## config.mk

```make
export PLATFORM = sky130hd
export DESIGN_NAME = grid_quad_uv_interpolator_core
export DESIGN_NICKNAME = d
export VERILOG_FILES = /design/src/hdl/gqi_pkg.sv /design/src/hdl/gqi_front.sv /design/src/hdl/gqi_fifo.sv /design/src/hdl/gqi_back.sv /design/src/hdl/grid_quad_uv_interpolator_core.sv
export SDC_FILE = /design/constraint.sdc
export NUM_CORES = 2
export LEC_CHECK = 0
export BUFFER_PORTS_ARGS = -buffer_cell sky130_fd_sc_hd__buf_2
export CAP_MARGIN = 20
export CORE_UTILIZATION = 30
export CTS_BUF_LIST = sky130_fd_sc_hd__clkbuf_4 sky130_fd_sc_hd__clkbuf_8
export DETAILED_ROUTE_END_ITERATION = 12
export GPL_ROUTABILITY_DRIVEN = 0
export GPL_TIMING_DRIVEN = 0
export SYNTH_ARGS = -nofsm -noshare
export SYNTH_HDL_FRONTEND = slang
export SYNTH_SLANG_ARGS = --single-unit
```

## constraint.sdc

```tcl
create_clock -name clock -period 18.67 [get_ports clock]
set_input_delay 1.867 -clock clock [delete_from_list [all_inputs] [get_ports clock]]
set_output_delay 1.867 -clock clock [all_outputs]
set_load 0.02 [all_outputs]
```

## src/hdl/gqi_pkg.sv

```systemverilog
`default_nettype none

package gqi_pkg;

   localparam int unsigned CoordWidth = 32;
   localparam int unsigned AddrWidth  = 24;
   localparam int unsigned TexWidth   = 16;
   localparam int unsigned LineWidth  = 13;
   localparam int unsigned OrgWidth   = 12;
   localparam int unsigned CountWidth = 6;
   localparam int unsigned ColWidth   = 3;
   localparam int unsigned ReqWidth   = 2 * OrgWidth + 8 * CoordWidth;
   localparam int unsigned RspWidth   = AddrWidth + TexWidth;

   localparam logic [LineWidth-1:0]  LineWidthReset = 13'd320;
   localparam logic [CountWidth-1:0] LastCount      = 6'd63;
   localparam logic [ColWidth-1:0]   LastCol        = 3'd7;

   typedef logic [CoordWidth-1:0] coord_type;

   // one cell ready for the walker: first row, next row edges and steps
   typedef struct packed {
      coord_type              u;
      coord_type              v;
      coord_type              du;
      coord_type              dv;
      coord_type              left_u;
      coord_type              right_u;
      coord_type              left_v;
      coord_type              right_v;
      coord_type              step_lu;
      coord_type              step_ru;
      coord_type              step_lv;
      coord_type              step_rv;
      logic [AddrWidth-1:0]   row_base;
   } cell_type;

   // (b - a) over 33 bits, arithmetic shift right by 3
   function automatic coord_type step_of(input coord_type a, input coord_type b);
      logic [CoordWidth:0] d;
      d = {b[CoordWidth-1], b} - {a[CoordWidth-1], a};
      return {{2{d[CoordWidth]}}, d[CoordWidth:3]};
   endfunction

endpackage

`default_nettype wire

```

## src/hdl/gqi_front.sv

```systemverilog
`default_nettype none

module gqi_front (
   input  wire logic                          clock,
   input  wire logic                          reset,
   input  wire logic                          req_tvalid,
   output logic                               req_tready,
   input  wire logic [gqi_pkg::ReqWidth-1:0]  req_tdata,
   input  wire logic [gqi_pkg::LineWidth-1:0] line_width,
   output logic                               q_push,
   input  wire logic                          q_ready,
   output gqi_pkg::cell_type                  q_data
);
   import gqi_pkg::*;

   logic                       s1_valid_ff, s1_valid_in;
   logic                       s2_valid_ff, s2_valid_in;
   logic                       s1_take, s2_take;
   logic [OrgWidth-1:0]        ox_ff;
   logic [AddrWidth-1:0]       prod_ff;
   coord_type                  tlu_ff, tlv_ff, tru_ff, trv_ff;
   coord_type                  du_ff, dv_ff, dlu_ff, dru_ff, dlv_ff, drv_ff;
   cell_type                   cell_ff, cell_in;
   logic [OrgWidth-1:0]        ox, oy;
   coord_type                  tlu, tlv, tru, trv, blu, blv, bru, brv;
   logic [OrgWidth+LineWidth-1:0] prod;

   assign ox  = req_tdata[11:0];
   assign oy  = req_tdata[23:12];
   assign tlu = req_tdata[55:24];
   assign tlv = req_tdata[87:56];
   assign tru = req_tdata[119:88];
   assign trv = req_tdata[151:120];
   assign blu = req_tdata[183:152];
   assign blv = req_tdata[215:184];
   assign bru = req_tdata[247:216];
   assign brv = req_tdata[279:248];
   assign prod = oy * line_width;

   assign s2_take    = !s2_valid_ff || q_ready;
   assign s1_take    = !s1_valid_ff || s2_take;
   assign req_tready = s1_take;
   assign q_push     = s2_valid_ff;
   assign q_data     = cell_ff;

   always_comb begin
      s1_valid_in = s1_take ? req_tvalid : s1_valid_ff;
      s2_valid_in = s2_take ? s1_valid_ff : s2_valid_ff;
   end

   always_comb begin
      cell_in.u        = tlu_ff;
      cell_in.v        = tlv_ff;
      cell_in.du       = du_ff;
      cell_in.dv       = dv_ff;
      cell_in.left_u   = tlu_ff + dlu_ff;
      cell_in.right_u  = tru_ff + dru_ff;
      cell_in.left_v   = tlv_ff + dlv_ff;
      cell_in.right_v  = trv_ff + drv_ff;
      cell_in.step_lu  = dlu_ff;
      cell_in.step_ru  = dru_ff;
      cell_in.step_lv  = dlv_ff;
      cell_in.step_rv  = drv_ff;
      cell_in.row_base = prod_ff + {{(AddrWidth-OrgWidth){1'b0}}, ox_ff};
   end

   always_ff @(posedge clock) begin
      if (reset) begin
         s1_valid_ff <= 1'b0;
         s2_valid_ff <= 1'b0;
      end else begin
         s1_valid_ff <= s1_valid_in;
         s2_valid_ff <= s2_valid_in;
      end
   end

   always_ff @(posedge clock) begin
      if (s1_take) begin
         ox_ff   <= ox;
         prod_ff <= prod[AddrWidth-1:0];
         tlu_ff  <= tlu;
         tlv_ff  <= tlv;
         tru_ff  <= tru;
         trv_ff  <= trv;
         du_ff   <= step_of(tlu, tru);
         dv_ff   <= step_of(tlv, trv);
         dlu_ff  <= step_of(tlu, blu);
         dru_ff  <= step_of(tru, bru);
         dlv_ff  <= step_of(tlv, blv);
         drv_ff  <= step_of(trv, brv);
      end
      if (s2_take) begin
         cell_ff <= cell_in;
      end
   end

endmodule

`default_nettype wire

```

## src/hdl/gqi_fifo.sv

```systemverilog
`default_nettype none

module gqi_fifo #(
   parameter int unsigned DEPTH = 2
) (
   input  wire logic              clock,
   input  wire logic              reset,
   input  wire logic              push,
   output logic                   push_ready,
   input  wire gqi_pkg::cell_type push_data,
   output logic                   pop_valid,
   input  wire logic              pop,
   output gqi_pkg::cell_type      pop_data
);
   import gqi_pkg::*;

   localparam int unsigned PtrWidth = (DEPTH > 1) ? $clog2(DEPTH) : 1;
   localparam int unsigned CntWidth = $clog2(DEPTH + 1);
   localparam logic [PtrWidth-1:0] LastPtr = PtrWidth'(DEPTH - 1);
   localparam logic [CntWidth-1:0] Full    = CntWidth'(DEPTH);

   cell_type                mem [DEPTH];
   logic [PtrWidth-1:0]     wr_ptr_ff, wr_ptr_in;
   logic [PtrWidth-1:0]     rd_ptr_ff, rd_ptr_in;
   logic [CntWidth-1:0]     count_ff, count_in;
   logic                    do_push, do_pop;

   assign push_ready = (count_ff != Full);
   assign pop_valid  = (count_ff != '0);
   assign do_push    = push && push_ready;
   assign do_pop     = pop && pop_valid;
   assign pop_data   = mem[rd_ptr_ff];

   always_comb begin
      wr_ptr_in = wr_ptr_ff;
      rd_ptr_in = rd_ptr_ff;
      count_in  = count_ff;
      if (do_push) begin
         wr_ptr_in = (wr_ptr_ff == LastPtr) ? '0 : wr_ptr_ff + 1'b1;
      end
      if (do_pop) begin
         rd_ptr_in = (rd_ptr_ff == LastPtr) ? '0 : rd_ptr_ff + 1'b1;
      end
      if (do_push && !do_pop) begin
         count_in = count_ff + 1'b1;
      end else if (do_pop && !do_push) begin
         count_in = count_ff - 1'b1;
      end
   end

   always_ff @(posedge clock) begin
      if (reset) begin
         wr_ptr_ff <= '0;
         rd_ptr_ff <= '0;
         count_ff  <= '0;
      end else begin
         wr_ptr_ff <= wr_ptr_in;
         rd_ptr_ff <= rd_ptr_in;
         count_ff  <= count_in;
      end
   end

   always_ff @(posedge clock) begin
      if (do_push) begin
         mem[wr_ptr_ff] <= push_data;
      end
   end

endmodule

`default_nettype wire

```

## src/hdl/gqi_back.sv

```systemverilog
`default_nettype none

module gqi_back (
   input  wire logic                          clock,
   input  wire logic                          reset,
   input  wire logic [gqi_pkg::LineWidth-1:0] line_width,
   input  wire logic                          q_valid,
   output logic                               q_pop,
   input  wire gqi_pkg::cell_type             q_data,
   output logic                               rsp_tvalid,
   input  wire logic                          rsp_tready,
   output logic [gqi_pkg::RspWidth-1:0]       rsp_tdata,
   output logic                               rsp_tlast
);
   import gqi_pkg::*;

   logic                   busy_ff, busy_in;
   logic [CountWidth-1:0]  cnt_ff, cnt_in;
   logic                   out_valid_ff, out_valid_in;
   logic [AddrWidth-1:0]   out_addr_ff;
   logic [TexWidth-1:0]    out_tex_ff;
   logic                   out_last_ff;
   coord_type              u_ff, v_ff, du_ff, dv_ff;
   coord_type              lu_ff, ru_ff, lv_ff, rv_ff;
   coord_type              slu_ff, sru_ff, slv_ff, srv_ff;
   coord_type              nu_ff, nv_ff;
   logic [AddrWidth-1:0]   base_ff;
   logic                   emit, row_end;
   logic [ColWidth-1:0]    col;

   assign col     = cnt_ff[ColWidth-1:0];
   assign emit    = busy_ff && (!out_valid_ff || rsp_tready);
   assign row_end = (col == LastCol);
   assign q_pop   = q_valid && (!busy_ff || (emit && cnt_ff == LastCount));

   assign rsp_tvalid = out_valid_ff;
   assign rsp_tdata  = {out_tex_ff, out_addr_ff};
   assign rsp_tlast  = out_last_ff;

   always_comb begin
      busy_in      = busy_ff;
      cnt_in       = cnt_ff;
      out_valid_in = out_valid_ff;
      if (rsp_tready) begin
         out_valid_in = 1'b0;
      end
      if (emit) begin
         out_valid_in = 1'b1;
         cnt_in       = cnt_ff + 1'b1;
         if (cnt_ff == LastCount) begin
            busy_in = 1'b0;
         end
      end
      if (q_pop) begin
         busy_in = 1'b1;
         cnt_in  = '0;
      end
   end

   always_ff @(posedge clock) begin
      if (reset) begin
         busy_ff      <= 1'b0;
         cnt_ff       <= '0;
         out_valid_ff <= 1'b0;
      end else begin
         busy_ff      <= busy_in;
         cnt_ff       <= cnt_in;
         out_valid_ff <= out_valid_in;
      end
   end

   // next row's inner step, ready long before the row turns over
   always_ff @(posedge clock) begin
      nu_ff <= step_of(lu_ff, ru_ff);
      nv_ff <= step_of(lv_ff, rv_ff);
   end

   always_ff @(posedge clock) begin
      if (emit) begin
         out_addr_ff <= base_ff + {{(AddrWidth-ColWidth){1'b0}}, col};
         out_tex_ff  <= {v_ff[23:16], u_ff[23:16]};
         out_last_ff <= (cnt_ff == LastCount);
      end
      if (q_pop) begin
         u_ff    <= q_data.u;
         v_ff    <= q_data.v;
         du_ff   <= q_data.du;
         dv_ff   <= q_data.dv;
         lu_ff   <= q_data.left_u;
         ru_ff   <= q_data.right_u;
         lv_ff   <= q_data.left_v;
         rv_ff   <= q_data.right_v;
         slu_ff  <= q_data.step_lu;
         sru_ff  <= q_data.step_ru;
         slv_ff  <= q_data.step_lv;
         srv_ff  <= q_data.step_rv;
         base_ff <= q_data.row_base;
      end else if (emit) begin
         if (row_end) begin
            u_ff    <= lu_ff;
            v_ff    <= lv_ff;
            du_ff   <= nu_ff;
            dv_ff   <= nv_ff;
            lu_ff   <= lu_ff + slu_ff;
            ru_ff   <= ru_ff + sru_ff;
            lv_ff   <= lv_ff + slv_ff;
            rv_ff   <= rv_ff + srv_ff;
            base_ff <= base_ff + {{(AddrWidth-LineWidth){1'b0}}, line_width};
         end else begin
            u_ff <= u_ff + du_ff;
            v_ff <= v_ff + dv_ff;
         end
      end
   end

endmodule

`default_nettype wire

```

## src/hdl/grid_quad_uv_interpolator_core.sv

```systemverilog
`default_nettype none

// Bilinear u/v walker for 8x8 grid cells. Each req beat carries one cell
// (origin and four 16.16 corner coordinates); the block returns 64 rsp beats
// in row-major order, tlast on the 64th. The back-end walker produces one
// pixel per clock while rsp_tready is high; with the next cell queued,
// cells follow back to back with no gap. A two-stage front end works out the
// edge and first-row steps and the row base address and writes the cell into
// a queue of QUEUE_DEPTH cells from its second stage; with the walker idle
// the walker takes the cell from the queue and presents its first rsp beat
// from an output register. line_width is to be written through the csr port
// only while the block is idle, which it does not enforce; csr_ready is always high.
module grid_quad_uv_interpolator_core #(
   parameter int unsigned QUEUE_DEPTH = 2
) (
   input  wire logic                          clock,
   input  wire logic                          reset,
   input  wire logic                          req_tvalid,
   output logic                               req_tready,
   // origin_x, origin_y, top_left_u, top_left_v, top_right_u, top_right_v,
   // bottom_left_u, bottom_left_v, bottom_right_u, bottom_right_v
   input  wire logic [gqi_pkg::ReqWidth-1:0]  req_tdata,
   output logic                               rsp_tvalid,
   input  wire logic                          rsp_tready,
   // pixel_address, texel_index
   output logic [gqi_pkg::RspWidth-1:0]       rsp_tdata,
   output logic                               rsp_tlast,
   input  wire logic                          csr_valid,
   output logic                               csr_ready,
   input  wire logic [gqi_pkg::LineWidth-1:0] csr_data
);
   import gqi_pkg::*;

   logic [LineWidth-1:0] line_width_ff;
   logic                 q_push, q_ready, q_valid, q_pop;
   cell_type             q_in, q_out;

   assign csr_ready = 1'b1;

   always_ff @(posedge clock) begin
      if (reset) begin
         line_width_ff <= LineWidthReset;
      end else if (csr_valid) begin
         line_width_ff <= csr_data;
      end
   end

   gqi_front u_front (
      .clock      (clock),
      .reset      (reset),
      .req_tvalid (req_tvalid),
      .req_tready (req_tready),
      .req_tdata  (req_tdata),
      .line_width (line_width_ff),
      .q_push     (q_push),
      .q_ready    (q_ready),
      .q_data     (q_in)
   );

   gqi_fifo #(
      .DEPTH (QUEUE_DEPTH)
   ) u_fifo (
      .clock      (clock),
      .reset      (reset),
      .push       (q_push),
      .push_ready (q_ready),
      .push_data  (q_in),
      .pop_valid  (q_valid),
      .pop        (q_pop),
      .pop_data   (q_out)
   );

   gqi_back u_back (
      .clock      (clock),
      .reset      (reset),
      .line_width (line_width_ff),
      .q_valid    (q_valid),
      .q_pop      (q_pop),
      .q_data     (q_out),
      .rsp_tvalid (rsp_tvalid),
      .rsp_tready (rsp_tready),
      .rsp_tdata  (rsp_tdata),
      .rsp_tlast  (rsp_tlast)
   );

`ifndef NO_ASSERTIONS
   a_pop_has_data : assert property (@(posedge clock) disable iff (reset)
      q_pop |-> q_valid)
      else $error("walker took a cell from an empty queue");

   a_push_has_room : assert property (@(posedge clock) disable iff (reset)
      q_push && !q_ready |=> q_push)
      else $error("front end dropped a cell while the queue was full");

   a_last_spaced : assert property (@(posedge clock) disable iff (reset)
      rsp_tvalid && rsp_tready && rsp_tlast |=> !(rsp_tvalid && rsp_tlast))
      else $error("two last beats in a row");
`endif

endmodule

`default_nettype wire
```

==> impl_metrics.yaml <==
run_status:
  run_status: "completed"
layout:
  drive_gt1_share_pct: 14.7
  final_util_pct: 35.1
  multi_input_comb_area_um2: 31900
  fill_cells: 27615
  final_cells: 11204
  layout.area.seq_um2: 52100
  final_nets: 8186
  growth_of_design_area_from_synthesis_to_finish_pct: 16.0
power:
  clock_power_share_pct: 21.1
  comb_power_share_pct: 40.4
  p_leak_uw: 0.0387
  worst_ir_drop_vdd_uv: 109
  power_density_nw_per_um2: 169
  seqPwrFrac_pct: 38.4
  cell_internal_pwr_uw: 10500
  switching_share_of_total_power_pct: 37.6
  power_switching_uw: 6350
sta:
  finClkSkew_ps: 111
  minimum_hold_slack_ps: 355
  slew-limit-headroom_pct: 21.0
  rsz0062_at_grt: "no"
  drv_slew: 0
  finalWorstSetupSlack_ps: 11900
  final_min_period_over_clock_period_pct: 36.3
  setup-violations-final: 0
  tightestPinTransition_ps: 1180
  max_clock_freq_ghz: 0.148
  final.setup.tns_ps: 0
  min_period_ps: 6770
  finalHoldViolations: 0
setup_path:
  cpLargestDelayFamily: "adder cells"
  setup.worst_path.start_class: "primary input"
  cpMaxStageDelayCell: "fa_1"
  timing.critical_path.slowest_cell_delay_ps: 510
  critical_path_peak_fanout: 10
  crit_buf_inv: 5
  critical_path.startpoint: "req_tdata[18]"
  critical_path.reg2reg.startpoint: "line_width_ff[8]$_SDFFE_PP1P_"
  crit_path_cell_trace: "buf_2, clkbuf_1, nand2_1, fa_1, fa_1, inv_1, fa_1, fa_1, inv_1, fa_1, inv_1, ha_1, a21o_1, and2_1, a41o_1, o21ai_1, a21oi_1, a311o_1, a221o_1, a21oi_1, xnor2_1"
  worst-endpoint-arrival_ps: 7450
  timing.critical_path.mode_cell: "fa_1"
  critical_path_required_ps: 19350
  worst-setup-path-type: "primary input to flop"
  timing.critical_path.to_type: "flop"
routing:
  route.met3.wl_mm: 14.1
  wirelength_met1_mm: 104
  vias_per_cell: 4.91
  dr.first_iter.drc_count: 4451
  wl_per_cell_um: 21.9
  met2WireLength_mm: 114
  route.top_layer_used: "met5"
  route.antenna.remaining_nets: 0
  final_routed_drc_violation_total: 0
  drt_pre_antenna_iters: 5
  detailed_route_via_count: 55004
  postRouteWirelength_mm: 246
logic_synthesis:
  synthesis.nets: 7489
  synthesis.area_per_instance_um2: 13.2
  synth_seq_area_share_pct: 60.4
  number_of_warnings_printed_during_yosys_synthesis: 0
  synth_area_um2: 86300
  number_of_enable_type_register_cells_in_the_synthesized_netlist: 1685
  postSynth.topFlopCell: "edfxtp_1"
  netlist-cell-type-count: 96
  postSynthRegisterBits: 1761
  synth_cells: 6512
  postSynth.asyncResetShare_pct: 0
floorplan:
  boundaryPins: 342
  floorplan.die.width_um: 538
  fp-row-count: 196
  chipHeight_um: 538
  initial_core_utilization_pct: 30.2
  core-area_um2: 285000
  die_area_um2: 290000
clock_tree:
  post_cts_resized: 0
  cts_root_buffer: "clkbuf_8"
  tritoncts: "done"
  post-cts-setup-buffer-count: 0
  clock-sinks: 1761
  clkTransAtPathRegs_ps: 70
  htree_levels: 5
  cts.path.max_buffers: 4
  cts_buffers: 310
  cts-hold-fix-buffers: 0
  worst_skew_pair.late_latency_ps: 1090
hold_path:
  holdCritPathClass: "flop to flop"
  hold_start: "u_front.du_ff[9]$_DFFE_PP_"
place:
  placedCellCount: 10659
  post-dp-hpwl_mm: 185
  pre_cts_slack_ps: 10950
  numPortBuffers: 322
global_routing:
  number_of_global_route_vias_before_repair: 55846
  grt.total_usage_pct: 16.6
  gr-total-overflow: 0
  grt_pass1_wl_mm: 356
  maximum_number_of_pins_on_one_net_before_global_route_repair: 123
  antenna_found_initial: 43
flow_run:
  max_cap_violations: 0
==> sequential cells by signal, summed over array words and instances, names as in the netlist, 27 cells and up, named ones only <==
signal and flops:
u_fifo.mem 672, u_front.q_data 336, u_back.lu_ff 27, u_back.lv_ff 27
u_back.ru_ff 27, u_back.rv_ff 27, u_back.slu_ff 27, u_back.slv_ff 27
u_back.sru_ff 27, u_back.srv_ff 27, u_front.dlu_ff 27, u_front.dlv_ff 27
u_front.dru_ff 27, u_front.drv_ff 27, u_front.tlu_ff 27, u_front.tlv_ff 27
u_front.tru_ff 27, u_front.trv_ff 27
==> cells in the final DEF (no fill, tap or decap), drive strengths merged, types with 13 or more instances in the layout <==
cell type and instances:
mux2 115, mux2i 203, or3 21, or2 18, a211oi 85, and2 86
dfxtp 76, inv 460, and3 37, a21oi 429, o21ai 283, a31oi 38
nand4 32, nor3 80, diode 20, nand2b 76, nor2b 117, o31ai 21
o211ai 16, bufinv 13, fa 122, xor2 144, xnor2 325, o21bai 41
buf 401, edfxtp 1685, a21boi 24, clkbuf 554, o21a 56, clkinv 82
ha 557, nand3 93, a21o 191, nand2 376, a31o 13, nor2 366
==> synthesized netlist by cell type, types with 7 or more instances <==
cell type	count	area share [%]
xnor2_1	325	3.3
a31oi_1	37	0.27
and2_1	86	0.62
nor3_1	79	0.46
o221ai_1	10	0.10
o21ai_0	263	1.5
dfxtp_1	76	1.8
ha_1	557	8.1
inv_1	456	2.0
o22ai_1	8	0.058
xor2_1	144	1.5
o211ai_1	15	0.13
a221oi_1	10	0.10
fa_1	122	2.8
a21o_1	191	1.7
nand4_1	32	0.23
o21ai_1	15	0.087
a211oi_1	82	0.71
a221o_1	7	0.081
o21bai_1	41	0.36
nor4_1	9	0.065
nor2b_1	116	0.84
edfxtp_1	1685	59
and4_1	8	0.081
a31o_2	12	0.12
and3_1	37	0.27
mux2_2	115	1.5
o41ai_1	7	0.071
a21boi_0	20	0.17
or3_1	21	0.15
mux2i_1	203	2.4
a41o_1	9	0.10
a21oi_1	423	2.5
o21a_1	56	0.49
nor2_1	366	1.6
or2_2	17	0.12
clkbuf_1	133	0.58
buf_1	14	0.061
o31ai_1	20	0.17
nand2b_1	75	0.54
a41oi_1	7	0.071
nand2_1	376	1.6
nand3_1	93	0.54
==> worst paths after layout <==
path / end / slack [ps] / cells after the start
min reg2reg: u_front.q_data[321]$_DFFE_PP_ / 350 / 0
max reg2reg: u_front.prod_ff[23]$_DFFE_PP_ / 12280 / 20
min: u_front.q_data[321]$_DFFE_PP_ / 350 / 0
max: u_front.prod_ff[23]$_DFFE_PP_ / 11900 / 21
==> per-layer routing <==
metal | vias up | GRT usage [%]
li1 | 25462 | -
met1 | 27068 | 21.1
met2 | 1933 | 27.3
met3 | 535 | 2.48
met4 | 6 | 8.63
met5 | - | 0
==> metrics by stage <==
stage               power [uW]  area (um2)
finish                   16900      100000
global route             17900      100000
CTS                      17000      100000
detailed placement       13300       94000
global placement         13200       92600
floorplan                11000       86300
==> power by group through the flow <==
| stage | combinational (uW) | sequential (uW) | clock (uW) |
|---|---|---|---|
| after floorplan | 4640 | 6350 | 0 |
| after global placement | 6430 | 6730 | 0 |
| after detailed placement | 6760 | 6550 | 0 |
| after CTS | 6820 | 6480 | 3650 |
| after global routing | 7490 | 6560 | 3820 |
| final | 6830 | 6490 | 3570 |
==> layout make-up <==
cell class	count	area share [%]
Antenna cell	20	0.0500
Timing Repair Buffer	385	2.93
Inverter	457	1.72
Clock buffer	421	5.22
Tap cell	3762	4.70
Multi-Input combinational cell	4145	31.9
Sequential cell	1761	52.1
Buffer	149	0.600
Clock inverter	104	0.834
==> logic make-up after synthesis <==
family                   synth area share (%)
AO/OA/AOI/OAI                            9.99
XOR/XNOR                                 4.76
adder cells (fa/ha/maj)                  10.9
buffers and inverters                    2.65
flip-flops                               60.4
multiplexers                             3.86
other                                 0.00435
AND/OR/NAND/NOR                          7.42
(Power assumes the default switching activity.)
